$ cat config.mk
export PLATFORM = sky130hd
export DESIGN_NAME = gspc_back
export DESIGN_NICKNAME = d
export VERILOG_FILES = /design/src/hdl/gspc_pkg.sv /design/src/hdl/gspc_back.sv
export SDC_FILE = /design/constraint.sdc
export NUM_CORES = 1
export LEC_CHECK = 0
export ABC_CLOCK_PERIOD_IN_PS = 4000
export BUFFER_PORTS_ARGS = -buffer_cell sky130_fd_sc_hd__clkbuf_2
export CORE_MARGIN = 1.5
export CORE_UTILIZATION = 58
export DETAILED_ROUTE_END_ITERATION = 12
export HOLD_SLACK_MARGIN = 0.08
export PLACE_DENSITY_LB_ADDON = 0.3
export SLEW_MARGIN = 40
export SYNTH_ARGS = -nofsm -noshare
export SYNTH_HDL_FRONTEND = slang
export SYNTH_SLANG_ARGS = --single-unit
$ cat constraint.sdc
create_clock -name clk_i -period 4 [get_ports clk_i]
set_clock_uncertainty 0.05 [all_clocks]
set_input_delay 0.4 -clock clk_i [delete_from_list [all_inputs] [get_ports clk_i]]
set_output_delay 0.4 -clock clk_i [all_outputs]
set_load 0.005 [all_outputs]
$ cat src/hdl/gspc_pkg.sv
`timescale 1ns / 1ps
// ---------------------------------------------------------------------------
// gspc_pkg
// Shared widths, types, tables and constants of the gas ppm conditioner.
// ---------------------------------------------------------------------------
package gspc_pkg;

  // Field and register widths
  localparam int SAMPLE_W   = 16;
  localparam int TEMP_W     = 16;
  localparam int PPM_W      = 32;
  localparam int LEVEL_W    = 32;
  localparam int GAS_W      = 26;
  localparam int GAIN_W     = 3;
  localparam int MODEL_W    = 2;
  localparam int CFG_IDX_W  = 3;
  localparam int CFG_DATA_W = 32;

  // Datapath widths
  localparam int LSB_W   = 15;               // largest LSB is 18750
  localparam int V_W     = 31;               // sample times LSB
  localparam int DIFF_W  = 33;               // voltage minus baseline
  localparam int MAG_W   = 32;               // magnitude of the difference
  localparam int NUM_W   = MAG_W + GAS_W;    // magnitude times gas
  localparam int NUMR_W  = NUM_W + 1;        // plus half the denominator
  localparam int DEN_W   = 32;
  localparam int QUO_W   = 34;               // quotient bits kept, larger saturates
  localparam int HEAD_W  = NUMR_W - QUO_W;   // dividend bits above the quotient
  localparam int CORR_W  = 17;               // correction up to 1.0 in Q16.16
  localparam int QMAG_W  = QUO_W + 1;
  localparam int RES_W   = QUO_W + 2;

  // Temperature correction
  localparam int YP_W     = 24;
  localparam int RECIP_W  = 26;
  localparam int PROD_W   = YP_W + RECIP_W;
  localparam int QC_W     = 17;              // quotient by 125 stays below 2^17
  localparam int REM_W    = 8;
  localparam int COEF_A_W = 7;
  localparam int COEF_B_W = 12;
  localparam int XS_W     = 25;
  localparam int XC_W     = 18;

  localparam logic signed [TEMP_W-1:0] T_PIECE1 = 16'sd6400;   // 25 C
  localparam logic signed [TEMP_W-1:0] T_PIECE2 = 16'sd7680;   // 30 C
  localparam logic signed [TEMP_W-1:0] T_PIECE3 = 16'sd8704;   // 34 C
  localparam logic signed [TEMP_W-1:0] T_PIECE4 = 16'sd9728;   // 38 C
  localparam logic signed [TEMP_W-1:0] T_PIECE5 = 16'sd10496;  // 41 C

  localparam logic [COEF_A_W-1:0] A_PIECE1 = 7'd34;
  localparam logic [COEF_A_W-1:0] A_PIECE2 = 7'd50;
  localparam logic [COEF_A_W-1:0] A_PIECE3 = 7'd95;
  localparam logic [COEF_A_W-1:0] A_PIECE4 = 7'd100;
  localparam logic [COEF_B_W-1:0] B_PIECE1 = 12'd826;
  localparam logic [COEF_B_W-1:0] B_PIECE2 = 12'd1356;
  localparam logic [COEF_B_W-1:0] B_PIECE3 = 12'd2892;
  localparam logic [COEF_B_W-1:0] B_PIECE4 = 12'd3100;

  // (256x + 500) / 1000 == (32x + 62) / 125, reciprocal floor(2^32 / 125)
  localparam logic [YP_W-1:0]    YP_BIAS   = 24'd62;
  localparam logic [RECIP_W-1:0] RECIP_125 = 26'd34359738;
  localparam logic [REM_W-1:0]   DIV_125   = 8'd125;
  localparam int                 RECIP_SH  = 32;
  localparam logic [CORR_W-1:0]  CORR_FULL = 17'd65536;

  // Filter thresholds and replacement values, Q16.16
  localparam logic signed [RES_W-1:0] FLT_POS  = 36'sd13108;
  localparam logic signed [RES_W-1:0] FLT_N05  = -36'sd32768;
  localparam logic signed [RES_W-1:0] FLT_N1   = -36'sd65536;
  localparam logic signed [RES_W-1:0] FLT_N5   = -36'sd327680;
  localparam logic signed [RES_W-1:0] FLT_N10  = -36'sd655360;
  localparam logic signed [RES_W-1:0] FLT_N30  = -36'sd1966080;
  localparam logic [PPM_W-1:0] FLT_V002 = 32'd1311;
  localparam logic [PPM_W-1:0] FLT_V003 = 32'd1966;
  localparam logic [PPM_W-1:0] FLT_V004 = 32'd2621;
  localparam logic [PPM_W-1:0] FLT_V005 = 32'd3277;
  localparam logic [PPM_W-1:0] FLT_V006 = 32'd3932;

  localparam logic signed [RES_W-1:0] PPM_MAX_R = 36'sd2147483647;
  localparam logic signed [RES_W-1:0] PPM_MIN_R = -36'sd2147483648;
  localparam logic [PPM_W-1:0] PPM_MAX_V = 32'h7FFF_FFFF;
  localparam logic [PPM_W-1:0] PPM_MIN_V = 32'h8000_0000;

  // Register reset values
  localparam logic [GAIN_W-1:0]  GAIN_RST  = 3'd2;
  localparam logic [MODEL_W-1:0] MODEL_NH3 = 2'd0;

  typedef enum logic [CFG_IDX_W-1:0] {
    REG_GAIN_CODE    = 3'd0,
    REG_SENS_TYPE    = 3'd1,
    REG_SPAN         = 3'd2,
    REG_BASELINE     = 3'd3,
    REG_CAL_GAS      = 3'd4,
    REG_FILTER_EN    = 3'd5
  } reg_idx_e;

  typedef enum logic [1:0] {
    CORR_ZERO,
    CORR_LINE,
    CORR_ONE
  } corr_mode_e;

  // Settled configuration, seen by the front and back ends
  typedef struct packed {
    logic [GAIN_W-1:0]  gain_code;
    logic [MODEL_W-1:0] sens_type;
    logic [LEVEL_W-1:0] baseline;
    logic [GAS_W-1:0]   cal_gas;
    logic               filter_en;
    logic [DEN_W-1:0]   den;
    logic               cal_bad;
  } cfg_t;

  // Front end to divider
  typedef struct packed {
    logic              neg;
    logic [NUMR_W-1:0] numr;
    logic [CORR_W-1:0] corr;
  } front_t;

  // Divider to back end
  typedef struct packed {
    logic              neg;
    logic              ovf;
    logic [QUO_W-1:0]  quo;
    logic [CORR_W-1:0] corr;
  } quot_t;

  // Finished result
  typedef struct packed {
    logic [PPM_W-1:0] ppm;
    logic             invalid;
  } res_t;

  // LSB size in hundredths of a microvolt per gain code
  function automatic logic [LSB_W-1:0] lsb_lookup(input logic [GAIN_W-1:0] code);
    logic [LSB_W-1:0] lsb;
    case (code)
      3'd0:    lsb = 15'd18750;
      3'd1:    lsb = 15'd12500;
      3'd2:    lsb = 15'd6250;
      3'd3:    lsb = 15'd3125;
      3'd4:    lsb = 15'd1562;
      3'd5:    lsb = 15'd781;
      default: lsb = 15'd6250;
    endcase
    return lsb;
  endfunction

endpackage

$ cat src/hdl/gspc_back.sv
`timescale 1ns / 1ps
// ---------------------------------------------------------------------------
// gspc_back
// Three-stage back end: sign restore, correction subtract, then filter,
// saturation and the invalid-calibration override.
// ---------------------------------------------------------------------------
module gspc_back
  import gspc_pkg::*;
(
  input  logic  clk_i,
  input  logic  rst_ni,
  input  logic  en_i,
  input  logic  valid_i,
  input  quot_t data_i,
  input  cfg_t  cfg_i,
  output logic  valid_o,
  output res_t  data_o
);

  localparam int STAGES = 3;

  logic [STAGES-1:0] vld_q;
  logic [RES_W-1:0]  q_q;
  logic [CORR_W-1:0] corr_q;
  logic [RES_W-1:0]  res_q;
  res_t              out_q;

  logic [QMAG_W-1:0] qmag;
  logic [RES_W-1:0]  q_d;
  logic [RES_W-1:0]  res_d;
  logic [RES_W-1:0]  flt;
  logic [PPM_W-1:0]  ppm_d;
  logic              flt_sub;
  logic [PPM_W-1:0]  flt_val;

  // Advance the valid bits with the data
  always_ff @(posedge clk_i or negedge rst_ni) begin
    if (!rst_ni) begin
      vld_q <= '0;
    end else if (en_i) begin
      vld_q <= {vld_q[STAGES-2:0], valid_i};
    end
  end

  // Restore the sign, clipping an overflowed quotient to 2^QUO_W
  always_comb begin
    qmag = data_i.ovf ? {1'b1, {QUO_W{1'b0}}} : {1'b0, data_i.quo};
    q_d  = data_i.neg ? (RES_W'(0) - RES_W'(qmag)) : RES_W'(qmag);
  end

  // Subtract the temperature correction
  assign res_d = q_q - RES_W'(corr_q);

  // Remap small and negative results when the filter is enabled, then saturate
  always_comb begin
    flt_sub = 1'b0;
    flt_val = '0;
    if (cfg_i.filter_en) begin
      if ($signed(res_q) >= FLT_POS) begin
        flt_sub = 1'b0;
      end else if ($signed(res_q) >= FLT_N05) begin
        flt_sub = 1'b1;
        flt_val = '0;
      end else if ($signed(res_q) >= FLT_N1) begin
        flt_sub = 1'b1;
        flt_val = FLT_V002;
      end else if ($signed(res_q) >= FLT_N5) begin
        flt_sub = 1'b1;
        flt_val = FLT_V003;
      end else if ($signed(res_q) >= FLT_N10) begin
        flt_sub = 1'b1;
        flt_val = FLT_V004;
      end else if ($signed(res_q) >= FLT_N30) begin
        flt_sub = 1'b1;
        flt_val = FLT_V005;
      end else begin
        flt_sub = 1'b1;
        flt_val = FLT_V006;
      end
    end
    flt = flt_sub ? RES_W'(flt_val) : res_q;
    if ($signed(flt) > PPM_MAX_R) begin
      ppm_d = PPM_MAX_V;
    end else if ($signed(flt) < PPM_MIN_R) begin
      ppm_d = PPM_MIN_V;
    end else begin
      ppm_d = flt[PPM_W-1:0];
    end
  end

  // Pipeline registers
  always_ff @(posedge clk_i) begin
    if (en_i) begin
      q_q           <= q_d;
      corr_q        <= data_i.corr;
      res_q         <= res_d;
      out_q.ppm     <= cfg_i.cal_bad ? '0 : ppm_d;
      out_q.invalid <= cfg_i.cal_bad;
    end
  end

  assign valid_o = vld_q[STAGES-1];
  assign data_o  = out_q;

endmodule
==> impl_metrics.csv <==
group,metric,value,unit
outcome,status,"complete, no violations",
global_route,antenna_found_initial,0,
place,port_buffers,92,
yosys,synthFlopType,"edfxtp_1",
critical_path,path_cells,"ha_1 -> a2111o_1 -> nor4_2 -> o211a_1 -> a21bo_2 -> a211oi_1 -> xor2_1",
critical_path,worstPathArrival,3.05,ns
yosys,async_flop_share,0.0240,
finish,area_delta_synth_final,17.4,%
yosys,synth_area_leader_cell,"edfxtp_1",
route,num_vias,5456,
yosys,synth_cell_type_count,58,
yosys,yosysWarnings,0,
timing,finalSetupViolCount,0,
cts,cts_buffers,17,
finish,drive_above_1_share,0.175,
cts,clk-insertion-delay-late,0.40,ns
pwr,p_per_area,473,nW/um^2
finish,final-instance-count-excl-fill,916,
route,firstDrtPassIters,5,
floorplan,start_util,0.604,
timing,tightest_slew,0.806,ns
timing,grt_setup_unrepaired,"no",
place,routabilityCongestion,0.853,
run,max_cap_violations,0,
floorplan,dieArea,12800,um^2
cts,cts_root_buf,"clkbuf_16",
cts,path_clk_slew,0.05,ns
global_route,grt_use_total,0.239,
floorplan,boundaryPins,188,
critical_path,crit_family,"compound AO/OA/AOI/OAI gates",
critical_path,slowest_delay,0.49,ns
timing,max_freq,337,MHz
yosys,yosysMostFrequentCell,"edfxtp_1",
route,drt_first_iter_violations,469,
critical_path,start_kind,"flip-flop",
timing,slew-limit-headroom,0.456,
critical_path,crit_path_end_kind,"flip-flop",
pwr,vdd_drop_max,0.269,mV
finish,fillers,855,
timing,final_hold_viol_count,0,
yosys,avgSynthCellArea,10.5,um^2
yosys,synthTopCellsByArea,"edfxtp_1, a21oi_1, nor2_1",
yosys,postSynthCellCount,670,
floorplan,row_count,39,
place,dp_hpwl,10.9,mm
global_route,use_met3,0.0412,
yosys,synth_edf_count,122,
yosys,synthesis.nets,843,
finish,final_core_util,0.709,
yosys,synth_top_area_share,0.522,
global_route,grt_first_pass_wirelength,24.1,mm
cts,htree_levels,4,
cts,cts_tree,"done",
timing,slew_viol_final,0,
global_route,grt_pass1_vias,5136,
cts,clk_path_buf_depth,2,
global_route,busiest_layer,"met2",
global_route,gr-usage-met2,0.406,
critical_path,cp_data_required_time,4.08,ns
floorplan,coreArea,11600,um^2
timing,setup_tns,0,ns
route,post_drt_via_cell_ratio,5.96,
cts,clkSinkCount,125,
global_route,overflow,0,
yosys,syn_area,7010,um^2
route,drt-total-wl,14.4,mm
route,ant_nets,0,
global_route,use_met1,0.304,
critical_path,worstSetupPathType,"flip-flop to flip-flop",
floorplan,die_h,113,um
pwr,total_leakage_power,3.20,nW
yosys,yosysSeqAreaShare,0.533,
hold_path,hp-class,"primary input to flip-flop",
critical_path,crit_buf_inv,0,
yosys,synth_common_cells,"edfxtp_1, nor2_1, a21oi_1",
yosys,ys_ff_latch,125,
floorplan,dieWidth,113,um
timing,worst_hold_slack,0.124,ns
critical_path,crit_path_top_delay_cell,"a2111o_1",
timing,finalCriticalPeriod,2.97,ns
global_route,grt_start_max_net_pins,83,
timing,fin_crit_sh,0.743,
critical_path,crit_path_max_fanout,8,
route,wire_per_inst,15.8,um
finish,n_antenna_cell,0,
route,drc,0,
finish,fin_nets,935,
place,placed_cells,885,
cts,cts_resized,0,
power breakdown:
group	internal [W]	total [W]	switching, W	leakage, nW
Clock	0.00109	0.00158	0.000488	0.298
Sequential	0.00162	0.00171	0.0000833	1.24
Combinational	0.000251	0.000611	0.000360	1.67
Total	0.00296	0.00390	0.000931	3.20
logic make-up after synthesis:
logic type	synth area share
AO/OA/AOI/OAI	0.163
XOR/XNOR	0.0549
adder cells (fa/ha/maj)	0.0350
buffers and inverters	0.0332
flip-flops	0.533
multiplexers	0.00767
AND/OR/NAND/NOR	0.173
cell usage in the layout (no fill, tap or decap), types with 5 or more instances in the layout:
master,netlist,routed
a211oi_1,9,9
a21boi_0,5,5
a21o_1,6,6
a21oi_1,62,62
a311oi_1,6,6
a31oi_1,5,5
and2_1,6,6
bufinv_16,0,5
clkbuf_16,0,17
clkbuf_2,0,91
edfxtp_1,122,122
ha_1,18,18
inv_1,37,37
nand2_1,31,31
nand2b_1,7,7
nand3_1,15,15
nand4_1,9,9
nor2_1,77,77
nor2b_1,13,13
nor3_1,26,26
nor3b_1,8,8
o21a_1,5,5
o21ai_0,37,37
o31a_1,7,7
o31ai_1,9,9
or3_1,14,14
or4_1,10,10
xnor2_1,22,22
xor2_1,22,22
path summary, 6_finish.rpt:
check                           from        end  slack, ns  depth (start not counted)
max                          q_q[16]  res_q[24]       1.03                          7
min                        data_i[1]  corr_q[1]       0.12                          1
max reg2reg                  q_q[16]  res_q[24]       1.03                          7
min reg2reg                 vld_q[2]   vld_q[2]       0.47                          1
max in group asynchronous     rst_ni   vld_q[2]       3.51                          2
min in group asynchronous     rst_ni   vld_q[1]       0.29                          2
per-layer routing:
metal	vias up	wire length (um)	part of all wire
met4	0	285	0.020
li1	2695	-	-
met5	-	0	0
met1	2548	6360	0.44
met2	191	7160	0.50
met3	22	639	0.044
state kept, by name, summed over array words and instances (netlist names):
name / count
corr_q: 17
res_q: 36
vld_q: 3
data_o: 33
q_q: 36
timing repair:
item                                   in CTS  in global routing
endpoints found under the hold margin       3                  0
hold buffers                                1                  0
setup buffers                               0                  0
area by class of cell:
cell class	count	area (um^2)	share of cell area
flip-flops and latches	125	3740	0.454
multi-input cells	483	3040	0.369
repair buffers	98	527	0.0640
clock buffers	21	440	0.0535
well taps	143	179	0.0217
clock inverters	9	169	0.0205
inverters	37	139	0.0169
metrics by stage:
| stage | power [W] | setup slack [ns] | instance area, um^2 |
|---|---|---|---|
| 2_1_floorplan | 0.00211 | 1.32 | 7010 |
| 3_3_place_gp | 0.00231 | 1.12 | 7610 |
| 3_5_place_dp | 0.00233 | 1.04 | 7620 |
| 4_1_cts | 0.00391 | 1.02 | 8240 |
| 5_1_grt | 0.00407 | 0.814 | 8240 |
| 6_report | 0.00390 | 1.03 | 8240 |
Note: power is estimated with default switching activity, not from simulation.
