==> config.mk <==
export PLATFORM = sky130hd
export DESIGN_NAME = gspc_front
export DESIGN_NICKNAME = d
export VERILOG_FILES = /design/src/hdl/gspc_pkg.sv /design/src/hdl/gspc_front.sv
export SDC_FILE = /design/constraint.sdc
export NUM_CORES = 2
export LEC_CHECK = 0
export ABC_CLOCK_PERIOD_IN_PS = 19850
export BUFFER_PORTS_ARGS = -buffer_cell sky130_fd_sc_hd__clkbuf_2
export CORE_ASPECT_RATIO = 1.75
export CORE_UTILIZATION = 45
export CTS_CLUSTER_DIAMETER = 60
export CTS_CLUSTER_SIZE = 14
export DETAILED_ROUTE_END_ITERATION = 6
export PLACE_DENSITY = 0.63
export SLEW_MARGIN = 10
export SYNTH_ARGS = -nofsm -noshare
export SYNTH_HDL_FRONTEND = slang
export SYNTH_SLANG_ARGS = --single-unit
==> constraint.sdc <==
create_clock -name clk_i -period 19.85 [get_ports clk_i]
set_input_delay 1.985 -clock clk_i [delete_from_list [all_inputs] [get_ports clk_i]]
set_output_delay 1.985 -clock clk_i [all_outputs]
set_load 0.05 [all_outputs]
==> src/hdl/gspc_pkg.sv <==
`timescale 1ns / 1ps
// ---------------------------------------------------------------------------
// gspc_pkg
// Shared widths, types, tables and constants of the gas ppm conditioner.
// ---------------------------------------------------------------------------
package gspc_pkg;

  // Field and register widths
  localparam int SAMPLE_W   = 16;
  localparam int TEMP_W     = 16;
  localparam int PPM_W      = 32;
  localparam int LEVEL_W    = 32;
  localparam int GAS_W      = 26;
  localparam int GAIN_W     = 3;
  localparam int MODEL_W    = 2;
  localparam int CFG_IDX_W  = 3;
  localparam int CFG_DATA_W = 32;

  // Datapath widths
  localparam int LSB_W   = 15;               // largest LSB is 18750
  localparam int V_W     = 31;               // sample times LSB
  localparam int DIFF_W  = 33;               // voltage minus baseline
  localparam int MAG_W   = 32;               // magnitude of the difference
  localparam int NUM_W   = MAG_W + GAS_W;    // magnitude times gas
  localparam int NUMR_W  = NUM_W + 1;        // plus half the denominator
  localparam int DEN_W   = 32;
  localparam int QUO_W   = 34;               // quotient bits kept, larger saturates
  localparam int HEAD_W  = NUMR_W - QUO_W;   // dividend bits above the quotient
  localparam int CORR_W  = 17;               // correction up to 1.0 in Q16.16
  localparam int QMAG_W  = QUO_W + 1;
  localparam int RES_W   = QUO_W + 2;

  // Temperature correction
  localparam int YP_W     = 24;
  localparam int RECIP_W  = 26;
  localparam int PROD_W   = YP_W + RECIP_W;
  localparam int QC_W     = 17;              // quotient by 125 stays below 2^17
  localparam int REM_W    = 8;
  localparam int COEF_A_W = 7;
  localparam int COEF_B_W = 12;
  localparam int XS_W     = 25;
  localparam int XC_W     = 18;

  localparam logic signed [TEMP_W-1:0] T_PIECE1 = 16'sd6400;   // 25 C
  localparam logic signed [TEMP_W-1:0] T_PIECE2 = 16'sd7680;   // 30 C
  localparam logic signed [TEMP_W-1:0] T_PIECE3 = 16'sd8704;   // 34 C
  localparam logic signed [TEMP_W-1:0] T_PIECE4 = 16'sd9728;   // 38 C
  localparam logic signed [TEMP_W-1:0] T_PIECE5 = 16'sd10496;  // 41 C

  localparam logic [COEF_A_W-1:0] A_PIECE1 = 7'd34;
  localparam logic [COEF_A_W-1:0] A_PIECE2 = 7'd50;
  localparam logic [COEF_A_W-1:0] A_PIECE3 = 7'd95;
  localparam logic [COEF_A_W-1:0] A_PIECE4 = 7'd100;
  localparam logic [COEF_B_W-1:0] B_PIECE1 = 12'd826;
  localparam logic [COEF_B_W-1:0] B_PIECE2 = 12'd1356;
  localparam logic [COEF_B_W-1:0] B_PIECE3 = 12'd2892;
  localparam logic [COEF_B_W-1:0] B_PIECE4 = 12'd3100;

  // (256x + 500) / 1000 == (32x + 62) / 125, reciprocal floor(2^32 / 125)
  localparam logic [YP_W-1:0]    YP_BIAS   = 24'd62;
  localparam logic [RECIP_W-1:0] RECIP_125 = 26'd34359738;
  localparam logic [REM_W-1:0]   DIV_125   = 8'd125;
  localparam int                 RECIP_SH  = 32;
  localparam logic [CORR_W-1:0]  CORR_FULL = 17'd65536;

  // Filter thresholds and replacement values, Q16.16
  localparam logic signed [RES_W-1:0] FLT_POS  = 36'sd13108;
  localparam logic signed [RES_W-1:0] FLT_N05  = -36'sd32768;
  localparam logic signed [RES_W-1:0] FLT_N1   = -36'sd65536;
  localparam logic signed [RES_W-1:0] FLT_N5   = -36'sd327680;
  localparam logic signed [RES_W-1:0] FLT_N10  = -36'sd655360;
  localparam logic signed [RES_W-1:0] FLT_N30  = -36'sd1966080;
  localparam logic [PPM_W-1:0] FLT_V002 = 32'd1311;
  localparam logic [PPM_W-1:0] FLT_V003 = 32'd1966;
  localparam logic [PPM_W-1:0] FLT_V004 = 32'd2621;
  localparam logic [PPM_W-1:0] FLT_V005 = 32'd3277;
  localparam logic [PPM_W-1:0] FLT_V006 = 32'd3932;

  localparam logic signed [RES_W-1:0] PPM_MAX_R = 36'sd2147483647;
  localparam logic signed [RES_W-1:0] PPM_MIN_R = -36'sd2147483648;
  localparam logic [PPM_W-1:0] PPM_MAX_V = 32'h7FFF_FFFF;
  localparam logic [PPM_W-1:0] PPM_MIN_V = 32'h8000_0000;

  // Register reset values
  localparam logic [GAIN_W-1:0]  GAIN_RST  = 3'd2;
  localparam logic [MODEL_W-1:0] MODEL_NH3 = 2'd0;

  typedef enum logic [CFG_IDX_W-1:0] {
    REG_GAIN_CODE    = 3'd0,
    REG_SENS_TYPE    = 3'd1,
    REG_SPAN         = 3'd2,
    REG_BASELINE     = 3'd3,
    REG_CAL_GAS      = 3'd4,
    REG_FILTER_EN    = 3'd5
  } reg_idx_e;

  typedef enum logic [1:0] {
    CORR_ZERO,
    CORR_LINE,
    CORR_ONE
  } corr_mode_e;

  // Settled configuration, seen by the front and back ends
  typedef struct packed {
    logic [GAIN_W-1:0]  gain_code;
    logic [MODEL_W-1:0] sens_type;
    logic [LEVEL_W-1:0] baseline;
    logic [GAS_W-1:0]   cal_gas;
    logic               filter_en;
    logic [DEN_W-1:0]   den;
    logic               cal_bad;
  } cfg_t;

  // Front end to divider
  typedef struct packed {
    logic              neg;
    logic [NUMR_W-1:0] numr;
    logic [CORR_W-1:0] corr;
  } front_t;

  // Divider to back end
  typedef struct packed {
    logic              neg;
    logic              ovf;
    logic [QUO_W-1:0]  quo;
    logic [CORR_W-1:0] corr;
  } quot_t;

  // Finished result
  typedef struct packed {
    logic [PPM_W-1:0] ppm;
    logic             invalid;
  } res_t;

  // LSB size in hundredths of a microvolt per gain code
  function automatic logic [LSB_W-1:0] lsb_lookup(input logic [GAIN_W-1:0] code);
    logic [LSB_W-1:0] lsb;
    case (code)
      3'd0:    lsb = 15'd18750;
      3'd1:    lsb = 15'd12500;
      3'd2:    lsb = 15'd6250;
      3'd3:    lsb = 15'd3125;
      3'd4:    lsb = 15'd1562;
      3'd5:    lsb = 15'd781;
      default: lsb = 15'd6250;
    endcase
    return lsb;
  endfunction

endpackage

==> src/hdl/gspc_front.sv <==
`timescale 1ns / 1ps
// ---------------------------------------------------------------------------
// gspc_front
// Six-stage front end: voltage scaling, baseline offset, magnitude, product
// with the calibration gas and rounding bias, temperature correction alongside.
// ---------------------------------------------------------------------------
module gspc_front
  import gspc_pkg::*;
(
  input  logic                clk_i,
  input  logic                rst_ni,
  input  logic                en_i,
  input  logic                in_valid_i,
  input  logic [SAMPLE_W-1:0] gas_sample_i,
  input  logic [TEMP_W-1:0]   temperature_i,
  input  cfg_t                cfg_i,
  output logic                valid_o,
  output front_t              data_o
);

  localparam int STAGES = 6;

  logic [STAGES-1:0] vld_q;

  // stage 1
  logic [SAMPLE_W-1:0] smp_q;
  logic [TEMP_W-1:0]   tmp_q;
  // stage 2
  logic [V_W-1:0]  v_q;
  logic [YP_W-1:0] yp2_q;
  corr_mode_e      mode2_q;
  // stage 3
  logic [DIFF_W-1:0] d_q;
  logic [PROD_W-1:0] prod_q;
  logic [YP_W-1:0]   yp3_q;
  corr_mode_e        mode3_q;
  // stage 4
  logic              neg4_q;
  logic [MAG_W-1:0]  mag_q;
  logic [QC_W-1:0]   qc_q;
  logic [REM_W-1:0]  rm_q;
  corr_mode_e        mode4_q;
  // stage 5
  logic              neg5_q;
  logic [NUM_W-1:0]  num_q;
  logic [CORR_W-1:0] corr5_q;
  // stage 6
  logic              neg6_q;
  logic [NUMR_W-1:0] numr_q;
  logic [CORR_W-1:0] corr6_q;

  // stage 2 logic
  logic signed [2*SAMPLE_W-1:0]        v_full;
  logic [COEF_A_W-1:0]                 coef_a;
  logic [COEF_B_W-1:0]                 coef_b;
  corr_mode_e                          mode_d;
  logic signed [COEF_A_W+TEMP_W:0]     at_s;
  logic signed [XS_W-1:0]              x_s;
  logic [XC_W-1:0]                     x_c;
  logic [YP_W-1:0]                     yp_d;
  // stage 3 logic
  logic signed [DIFF_W-1:0]            d_d;
  logic [PROD_W-1:0]                   prod_d;
  // stage 4 logic
  logic [DIFF_W-1:0]                   mag_full;
  logic [QC_W-1:0]                     qc_d;
  logic [YP_W:0]                       mul125;
  logic [YP_W-1:0]                     rm_full;
  // stage 5 logic
  logic [CORR_W-1:0]                   corr_d;

  // Advance the valid bits with the data
  always_ff @(posedge clk_i or negedge rst_ni) begin
    if (!rst_ni) begin
      vld_q <= '0;
    end else if (en_i) begin
      vld_q <= {vld_q[STAGES-2:0], in_valid_i};
    end
  end

  // Scale the sample, pick the correction piece and form 32x + 62 of the linear piece
  always_comb begin
    v_full = $signed(smp_q) * $signed({1'b0, lsb_lookup(cfg_i.gain_code)});
    coef_a = A_PIECE1;
    coef_b = B_PIECE1;
    mode_d = CORR_ZERO;
    if (cfg_i.sens_type == MODEL_NH3) begin
      if ($signed(tmp_q) >= T_PIECE5) begin
        mode_d = CORR_ONE;
      end else if ($signed(tmp_q) >= T_PIECE4) begin
        coef_a = A_PIECE4;
        coef_b = B_PIECE4;
        mode_d = CORR_LINE;
      end else if ($signed(tmp_q) >= T_PIECE3) begin
        coef_a = A_PIECE3;
        coef_b = B_PIECE3;
        mode_d = CORR_LINE;
      end else if ($signed(tmp_q) >= T_PIECE2) begin
        coef_a = A_PIECE2;
        coef_b = B_PIECE2;
        mode_d = CORR_LINE;
      end else if ($signed(tmp_q) >= T_PIECE1) begin
        coef_a = A_PIECE1;
        coef_b = B_PIECE1;
        mode_d = CORR_LINE;
      end
    end
    at_s = $signed({1'b0, coef_a}) * $signed(tmp_q);
    x_s  = XS_W'(at_s) - $signed({{(XS_W-COEF_B_W-8){1'b0}}, coef_b, 8'd0});
    x_c  = x_s[XS_W-1] ? '0 : x_s[XC_W-1:0];
    yp_d = {1'b0, x_c, 5'd0} + YP_BIAS;
  end

  // Offset from baseline and reciprocal product
  always_comb begin
    d_d    = $signed({{(DIFF_W-V_W){v_q[V_W-1]}}, v_q})
           - $signed({cfg_i.baseline[LEVEL_W-1], cfg_i.baseline});
    prod_d = PROD_W'(yp2_q) * PROD_W'(RECIP_125);
  end

  // Magnitude, and remainder of the estimated quotient by 125
  always_comb begin
    mag_full = d_q[DIFF_W-1] ? (DIFF_W'(0) - d_q) : d_q;
    qc_d     = prod_q[RECIP_SH +: QC_W];
    mul125   = {1'b0, qc_d, 7'd0} - {7'd0, qc_d, 1'b0} - {8'd0, qc_d};
    rm_full  = yp3_q - mul125[YP_W-1:0];
  end

  // Correct the quotient estimate by one and select the correction
  always_comb begin
    case (mode4_q)
      CORR_LINE: corr_d = qc_q + {{(CORR_W-1){1'b0}}, (rm_q >= DIV_125)};
      CORR_ONE:  corr_d = CORR_FULL;
      default:   corr_d = '0;
    endcase
  end

  // Pipeline registers
  always_ff @(posedge clk_i) begin
    if (en_i) begin
      smp_q   <= gas_sample_i;
      tmp_q   <= temperature_i;

      v_q     <= v_full[V_W-1:0];
      yp2_q   <= yp_d;
      mode2_q <= mode_d;

      d_q     <= d_d;
      prod_q  <= prod_d;
      yp3_q   <= yp2_q;
      mode3_q <= mode2_q;

      neg4_q  <= d_q[DIFF_W-1];
      mag_q   <= mag_full[MAG_W-1:0];
      qc_q    <= qc_d;
      rm_q    <= rm_full[REM_W-1:0];
      mode4_q <= mode3_q;

      neg5_q  <= neg4_q;
      num_q   <= NUM_W'(mag_q) * NUM_W'(cfg_i.cal_gas);
      corr5_q <= corr_d;

      neg6_q  <= neg5_q;
      numr_q  <= NUMR_W'(num_q) + NUMR_W'(cfg_i.den[DEN_W-1:1]);
      corr6_q <= corr5_q;
    end
  end

  assign valid_o      = vld_q[STAGES-1];
  assign data_o.neg   = neg6_q;
  assign data_o.numr  = numr_q;
  assign data_o.corr  = corr6_q;

endmodule

==> results.md <==
- Setup CP Type: in2reg
- CTS tree: yes
- Avg Cell Area, Syn: 10.0 um2
- Avg WL per Cell: 19.5 um
- Worst R2R Path Depth: 27
- Warnings, synthesis: 0
- Fraction of layout cells with a size suffix above 1: 0.0557
- CTS H-tree depth: 2
- Gr usage total: 0.238
- Final Hold Vio Count: 0
- Via/cell ratio: 5.22
- Core Rows: 180
- Final period util: 0.498
- Largest net degree at the start of global routing: 102
- # DRC: 0
- # setup viols final: 0
- TritonRoute pass-1 iters: 7
- Final setup margin: 9.96 ns
- Vias: 42600
- Hold buffer count at CTS: 0
- Synth area leader: fa_1
- Sink Count: 357
- Clock Latency Late Sink: 0.61 ns
- Number of synthesized flops with an enable pin: 351
- Final Max Slew Viols: 0
- Max stage delay on crit path: 0.77 ns
- Setup bufs post-CTS: 0
- R2R Setup Slk: 11.41 ns
- Worst-Margin Slew: 1.15 ns
- FILL cells: 12800
- Vias in the first global route: 47500
- Commonest non-fill, non-tap cells in the layout: inv_1, fa_1, nand2_1
- WHS Endpoint: qc_q[8]
- Port bufs: 207
- Core footprint: 137000 um2
- Synth top area share: 0.388
- Fin crit period: 9.89 ns
- Clock root cell: clkbuf_16
- Clk pin slew, worst setup/hold paths: 0.07 ns
- Dpl ws: 9.47 ns
- CTS max path bufs: 3
- Synth cell types: 74
- Worst endpoint required time: 20.19 ns
- Sequential cell area: 10700 um2
- DIE AREA: 140000 um2
- Final nets: 8270
- Fmax: 0.101 GHz
- Status: complete, no violations
- Post-synthesis async set-or-reset flop share: 0.0168
- GRT Residual Overflow: 0
- Starting DRC count in detailed routing: 2094
- Area delta synth->final: 6.94%
- CP most frequent cell: fa_1
- Most common cell after layout, fill and taps aside: inv_1
- Seq/Total Area, Yosys: 0.172
- Die H: 493 um
- Antenna violations before repair: 2
- Hold Crit Depth: 0
- Post-Syn Instances: 6198
- Drt total wl: 159000 um
- Max-Cap Viols: 0
- Yosys reg bits: 357
- Main area contributors after synthesis: fa_1, edfxtp_1, ha_1, inv_1, and2_1
- TNS Setup: 0 ns
- CP startpoint kind: primary input
- Worst path slowest cell: clkbuf_2
- Starting Density: 0.453
- Antenna-violating nets left: 0
- Setup Skew: 0.0298 ns
- Post-DP HPWL: 127000 um
- Mapped cell area: 62100 um2
- Critical Path AT: 10.24 ns
- Primary FF master, synth: edfxtp_1
- Placer Congestion: 0.938
- RSZ-0062 raised after global routing: false
- Min Hold Slack: 0.412 ns
- DIE WIDTH: 283 um
- I/O pin total: 211
- Critical Path End Type: register
- Worst r2r src: mag_q[10]
- Multi-input gate area: 45400 um2
- Worst hold path class: reg2reg
- Critical path peak fanout: 32
- First-pass GRT wire length: 252000 um
- CTS Buf Count: 39
- Reg2reg end: num_q[56]
- Min-delay src: prod_q[40]
- Post-cts sizing count: 0
- Worst slew margin relative to its limit: 0.221
## synth_stat cells (all sizes together) (19+ instances only)
cell type,number
inv,1415
fa,1204
nand2,735
ha,618
and2,447
edfxtp,351
clkbuf,202
xnor2,191
nor2,166
a21oi,160
o21ai,100
a21o,86
xor2,73
nand3,50
nor2b,43
nor3,36
o21a,35
nand2b,31
and3,27
nand4,24
o21bai,22
a211oi,19
## worst max path at each step
stage                     slack (ns)         to       from  cells after the start
after floorplan                10.80  yp2_q[19]  cfg_i[93]                     29
final                           9.96  num_q[56]  cfg_i[45]                     27
after global routing            9.74  num_q[56]  cfg_i[45]                     27
after global placement          9.51  num_q[57]  cfg_i[45]                     25
after detailed placement        9.47  num_q[57]  cfg_i[45]                     27
after CTS                      10.12  num_q[57]  cfg_i[45]                     25
## area by class of cell
cell class                 count  share of cell area
multi-input combinational   4243               0.684
sequential                   357               0.161
inverter                    1415              0.0800
tap                         1820              0.0343
timing repair buffer         259              0.0216
clock buffer                  48              0.0154
clock inverter                18             0.00377
antenna                        1           0.0000377
## per-stage QoR
step | instance area (um2) | cells | utilization
2_1_floorplan | 62200 | 6222 | -
3_3_place_gp | 65200 | 8094 | 0.475
3_5_place_dp | 65200 | 8094 | 0.475
4_1_cts | 66400 | 8160 | 0.484
5_1_grt | 66400 | 8161 | 0.484
6_report | 66400 | 8161 | 0.484
## critical path: cells and delay by family
| kind | cells | cell delay (ns) |
|---|---|---|
| adder cells (fa/ha/maj) | 8 | 3.98 |
| AO/OA/AOI/OAI | 10 | 2.68 |
| buffers and inverters | 7 | 1.24 |
| AND/OR/NAND/NOR | 1 | 0.18 |
| XOR/XNOR | 1 | 0.16 |
## registers in the layout, summed over array words and instances (netlist names), 3 cells and up
signal   flops
corr5_q     17
qc_q        17
v_q         31
corr6_q     17
yp3_q        3
rm_q         7
mag_q       32
num_q       58
d_q         33
vld_q        6
smp_q       16
yp2_q       19
prod_q      17
numr_q      59
tmp_q       16
## cell families after synthesis
kind of cell | Yosys count | synth area share
AO/OA/AOI/OAI | 515 | 0.0530
XOR/XNOR | 264 | 0.0372
adder cells (fa/ha/maj) | 1822 | 0.513
buffers and inverters | 1622 | 0.0981
flip-flops | 357 | 0.172
multiplexers | 8 | 0.00143
other | 2 | 0.000121
AND/OR/NAND/NOR | 1608 | 0.125
## layer usage
layer,vias up,GRT usage,part of all wire
met5,-,0,0.000082
met4,2,0.149,0.071
met3,454,0.0248,0.043
met2,1183,0.449,0.55
met1,21800,0.247,0.34
li1,19100,-,-
Power is left out: the tool's default activity adds up to more than one toggle a clock period on the data nets, which glitch-free logic cannot reach.
